**config.mk**
```make
export PLATFORM = sky130hd
export DESIGN_NAME = gcg_div_pipe
export DESIGN_NICKNAME = d
export VERILOG_FILES = /design/src/hw/rtl/gcg_pkg.sv /design/src/hw/rtl/gcg_div_pipe.sv
export SDC_FILE = /design/constraint.sdc
export NUM_CORES = 2
export LEC_CHECK = 0
export BUFFER_PORTS_ARGS = -buffer_cell sky130_fd_sc_hd__buf_4
export CAP_MARGIN = 20
export CORE_MARGIN = 2
export CORE_UTILIZATION = 48
export DETAILED_ROUTE_END_ITERATION = 8
export PLACE_DENSITY = 0.71
export SYNTH_ARGS = -nofsm -noshare
export SYNTH_HDL_FRONTEND = slang
export SYNTH_MEMORY_MAX_BITS = 65536
export SYNTH_SLANG_ARGS = --single-unit
export TNS_END_PERCENT = 50
```
**constraint.sdc**
```tcl
create_clock -name clk -period 3.4 [get_ports clk]
set_input_delay 0.17 -clock clk [delete_from_list [all_inputs] [get_ports clk]]
set_output_delay 0.17 -clock clk [all_outputs]
set_load 0.02 [all_outputs]
```
**src/hw/rtl/gcg_pkg.sv**
```systemverilog
package gcg_pkg;

    localparam int ENTRIES_DEF = 256;
    localparam int FRAC_BITS   = 30;
    localparam int LOG_W       = 33;
    localparam int DIV_W       = LOG_W + 13;
    localparam int ACC_W       = FRAC_BITS + 1;
    localparam int EXP_STEPS   = FRAC_BITS;
    localparam int V_W         = 50;
    localparam int CFG_IDX_W   = 3;
    localparam int CFG_DATA_W  = 16;

    typedef enum logic [CFG_IDX_W-1:0] {
        REG_GAMMA         = 3'd0,
        REG_BRIGHTNESS    = 3'd1,
        REG_CONTRAST      = 3'd2,
        REG_BALANCE_RED   = 3'd3,
        REG_BALANCE_GREEN = 3'd4,
        REG_BALANCE_BLUE  = 3'd5
    } cfg_reg_t;

    typedef struct packed {
        logic valid;
        logic zero;
    } ctl_t;

    typedef logic [255:0][LOG_W-1:0]       log_tab_t;
    typedef logic [EXP_STEPS-1:0][ACC_W-1:0] root_tab_t;

    function automatic longint unsigned isqrt64(longint unsigned a_in);
        longint unsigned a;
        longint unsigned res;
        longint unsigned b;
        a   = a_in;
        res = 0;
        b   = 64'd1 << 62;
        while (b > a)
            b = b >> 2;
        while (b != 0)
        begin
            if (a >= res + b)
            begin
                a   = a - (res + b);
                res = (res >> 1) + b;
            end
            else
            begin
                res = res >> 1;
            end
            b = b >> 2;
        end
        return res;
    endfunction

    function automatic longint unsigned log2_q30(longint unsigned n);
        longint unsigned e;
        longint unsigned y;
        longint unsigned frac;
        e    = 0;
        frac = 0;
        while (e < 7 && (n >> (e + 1)) != 0)
            e = e + 1;
        y = n << (FRAC_BITS - e);
        for (int k = FRAC_BITS - 1; k >= 0; k--)
        begin
            y = (y * y) >> FRAC_BITS;
            if (y >= (64'd1 << (FRAC_BITS + 1)))
            begin
                frac = frac | (64'd1 << k);
                y    = y >> 1;
            end
        end
        return (e << FRAC_BITS) | frac;
    endfunction

    // log2(255) - log2(i), index zero unused
    function automatic log_tab_t build_log_tab();
        log_tab_t        tab;
        longint unsigned top;
        top    = log2_q30(64'd255);
        tab[0] = '0;
        for (int i = 1; i < 256; i++)
            tab[i] = LOG_W'(top - log2_q30(64'(i)));
        return tab;
    endfunction

    // 2^-(2^-k) in Q30, k = 1..30
    function automatic root_tab_t build_root_tab();
        root_tab_t       tab;
        longint unsigned root;
        root = 64'd1 << (FRAC_BITS - 1);
        for (int k = 0; k < EXP_STEPS; k++)
        begin
            root   = isqrt64(root << FRAC_BITS);
            tab[k] = ACC_W'(root);
        end
        return tab;
    endfunction

    localparam log_tab_t  LOG_TAB  = build_log_tab();
    localparam root_tab_t ROOT_TAB = build_root_tab();

endpackage

```
**src/hw/rtl/gcg_div_pipe.sv**
```systemverilog
module gcg_div_pipe (
    input  logic                        clk,
    input  logic                        rst_n,
    input  logic                        en,
    input  gcg_pkg::ctl_t               in_ctl,
    input  logic [gcg_pkg::LOG_W-1:0]   dividend,
    input  logic [15:0]                 divisor,
    output gcg_pkg::ctl_t               out_ctl,
    output logic [gcg_pkg::DIV_W-1:0]   quotient
);

    localparam int N = gcg_pkg::DIV_W;
    localparam int LW = gcg_pkg::LOG_W;

    gcg_pkg::ctl_t     ctl_reg [N];
    logic [15:0]       rem_reg [N];
    logic [LW-1:0]     num_reg [N];
    logic [N-1:0]      q_reg   [N];

    // restoring division of {dividend, 13'b0}, one quotient bit per stage
    for (genvar j = 0; j < N; j++)
    begin : g_stage
        gcg_pkg::ctl_t ctl_prev;
        logic [15:0]   rem_prev;
        logic [LW-1:0] num_prev;
        logic [N-1:0]  q_prev;
        logic [16:0]   trial;
        logic          ge;
        logic [16:0]   diff;

        if (j == 0)
        begin : g_first
            assign ctl_prev = in_ctl;
            assign rem_prev = '0;
            assign num_prev = dividend;
            assign q_prev   = '0;
        end
        else
        begin : g_next
            assign ctl_prev = ctl_reg[j-1];
            assign rem_prev = rem_reg[j-1];
            assign num_prev = num_reg[j-1];
            assign q_prev   = q_reg[j-1];
        end

        assign trial = {rem_prev, num_prev[LW-1]};
        assign ge    = trial >= {1'b0, divisor};
        assign diff  = trial - {1'b0, divisor};

        always_ff @(posedge clk or negedge rst_n)
        begin
            if (!rst_n)
            begin
                ctl_reg[j] <= '0;
            end
            else if (en)
            begin
                ctl_reg[j] <= ctl_prev;
            end
        end

        always_ff @(posedge clk)
        begin
            if (en)
            begin
                rem_reg[j] <= ge ? diff[15:0] : trial[15:0];
                num_reg[j] <= {num_prev[LW-2:0], 1'b0};
                q_reg[j]   <= {q_prev[N-2:0], ge};
            end
        end
    end

    assign out_ctl  = ctl_reg[N-1];
    assign quotient = q_reg[N-1];

endmodule

```
==> summary.md <==
| Metric | Value |
|---|---|
| Most common cell after layout, fill and taps aside | edfxtp_1 |
| Syn_area_per_cell | 14.2 sq um |
| Worst R2R Path Depth | 11 |
| Total CTS buffers | 278 |
| Die span in y | 488 microns |
| VDD IR max | 0.502 mV |
| Synth top area share | 0.623 |
| Crit end category | register |
| Number of max-cap violations | 0 |
| Relative slew margins | 0.386 |
| Lkg Pwr | 51.1 nW |
| Syn_nets | 8712 |
| CP required | 4060 ps |
| Residual DRC | 0 |
| CP arrival | 3950 ps |
| Die Area | 0.238 sq mm |
| Ys async rst share | 0.0380 |
| Worst hold path class | input port to register |
| Hold path cells | 3 |
| WL/cell | 19.5 microns |
| Core area | 0.233 sq mm |
| WP buf/inv | 1 |
| Clock skew | 67.6 ps |
| Reg2reg setup slack | 110 ps |
| Yosys warns | 0 |
| Initial Utilization | 0.483 |
| Most frequent cells in the layout | 2329 x edfxtp_1, 803 x buf_4, 714 x ha_1 |
| Post-route antenna net violation count | 0 |
| WHS Endpoint | ctl_reg[91] |
| Min-delay src | in_ctl[1] |
| Setup TNS Final | 0 ps |
| First-pass GRT wire length | 375 mm |
| Share of layout cells above drive strength 1 | 0.199 |
| Nets | 9854 |
| Min Hold Slack | 79.7 ps |
| Number of enable flip-flop cells after synthesis | 2329 |
| Crit Reg-Reg Endpoint | rem_reg[1][199] |
| Postcts setup bufs | 0 |
| Top Ports | 102 |
| Worst setup margin | 111 ps |
| GRT Util Overall | 0.200 |
| Vias | 68000 |
| Hpwl dp | 162 mm |
| Clock root buffer | clkbuf_16 |
| Global routing's busiest layer | met2 |
| Met1 Usage GRT | 0.268 |
| Family with the most delay on the worst path | compound AO/OA/AOI/OAI gates |
| Final WL | 239 mm |
| Clock Latency Late Sink | 950 ps |
| 1st-pass router iterations | 6 |
| Setup violators final | 0 |
| Fin crit period | 3290 ps |
| Layout area overhead | 18.8% |
| CP Max Fanout | 14 |
| Worst path max stage delay | 460 ps |
| Max Slew Vio Count | 0 |
| Die width | 488 microns |
| Ys flop type | edfxtp_1 |
| GRT overflow | 0 |
| Initial DRC count | 5052 |
| Initial antenna violation count | 3 |
| Maximum root-to-sink buffer count | 4 |
| Avg Vias per Cell | 5.54 |
| # diodes | 0 |
| R2R Path Start | rem_reg[1][183] |
| Row Count | 177 |
| Crit start category | register |
| TritonCTS Sinks | 2421 |
| Cells after Synth | 7893 |
| FF+latch count, synth | 2421 |
| Vias in the first global route | 68200 |
| CP Class | register to register |
| CP Cell Sequence | ha_1 -> a21oi_1 -> o21ai_0 -> or3_1 -> o211a_1 -> o21a_1 -> o311ai_2 -> nand2_1 -> a211oi_4 -> buf_12 -> mux2_2 |
| Fill count | 18100 |
| Largest net degree at the start of global routing | 121 |
| Final Hold Viols | 0 |
| Pwr dens | 942 mW/mm^2 |
| Pwr Total | 0.126 W |
| Top cells by area, synth | edfxtp_1 62%, ha_1 8.0%, mux2_2 4.5% |
| Unrepaired setup endpoints after global routing | false |
| Max FFs per register | 1081 |
| Leading area contributor after synthesis | edfxtp_1 |
| Outcome | complete, no violations |
| Slew @ Worst Pin | 921 ps |
| H-tree levels | 5 |
| Post-synth cell types | 92 |
| IO Port Bufs | 101 |
| Post-synthesis cell area | 0.112 sq mm |
| DP Worst Slack | -130 ps |
| Met2 GRT Util | 0.327 |
| Routability cong. | 0.918 |
| CP max-delay cell | edfxtp_1 |
| Clock transition at the registers of the reported paths | 60 ps |
| CTS tree | built |
| F_max | 304 MHz |
| Seq/Total Area, Yosys | 0.644 |
| Worst path depth | 11 |
| Final period util | 0.967 |
| Met3 Track Usage GR | 0.0354 |
## synthesized netlist by cell type (all sizes together), types with 63 or more instances
library cell,count
nor3,124
inv,225
ha,721
xnor2,335
clkbuf,76
a21o,145
o21a,119
xor2,163
dfrtp,92
a21oi,512
a31oi,63
nor2,505
edfxtp,2329
nor2b,135
nand2b,88
nand2,396
nand3,102
mux2,465
nand4,99
o21ai,464
## through the flow
stage	util	instance area, sq um	cells
final	0.573	133000	12300
after global routing	0.573	133000	12300
after CTS	0.573	133000	12300
after detailed placement	0.532	124000	11700
after global placement	0.532	124000	11700
after floorplan	-	112000	7893
## per-layer routing
metal / up-vias / part of all wire
met1: 33100 / 0.44
met5: - / 0
met3: 505 / 0.052
met2: 1741 / 0.47
li1: 32700 / -
met4: 0 / 0.035
## kinds of logic after synthesis
| family | after synthesis | synth area share |
|---|---|---|
| DFF | 2421 | 0.644 |
| AOI/OAI and AO/OA | 1711 | 0.0960 |
| and+or+nand+nor | 1644 | 0.0700 |
| adders and majority gates | 765 | 0.0882 |
| muxes | 514 | 0.0513 |
| xor gates and xnor gates | 498 | 0.0389 |
| buffers and inverters | 340 | 0.0121 |
## layout make-up
class	count	area, sq um	share of cell area
Timing Repair Buffer	976	8710	0.0653
Sequential cell	2421	72200	0.542
Inverter	226	865	0.00648
Tap cell	3043	3810	0.0286
Clock buffer	335	7310	0.0548
Clock inverter	142	1480	0.0111
Multi-Input combinational cell	5132	38900	0.292
## report_power, final
part | internal [W] | total, W | switching (W)
clock network | 0.0174 | 0.0291 | 0.0117
registers | 0.0422 | 0.0462 | 0.00398
logic | 0.0253 | 0.0503 | 0.0250
## worst min-delay path, cell delays in order
cell and delay (ps):
dlygate4sd3_1 530, buf_4 100, mux2_2 130
## timing repair
action,4_1_cts,5_1_grt
resized for setup,0,9
hold buffers,81,0
hold endpoints to repair,204,0
endpoints found under the setup margin,0,24
## how the worst max path moves through the flow
stage	from	end	slack, ps
CTS	divisor[0]	rem_reg[0][0]	80
global route	rem_reg[1][208]	rem_reg[1][239]	3
floorplan	divisor[1]	rem_reg[1][200]	-510
finish	rem_reg[1][183]	rem_reg[1][199]	110
detailed placement	divisor[7]	rem_reg[2][84]	-130
global placement	divisor[7]	rem_reg[2][84]	-150
Note: power is estimated with default switching activity, not from simulation.
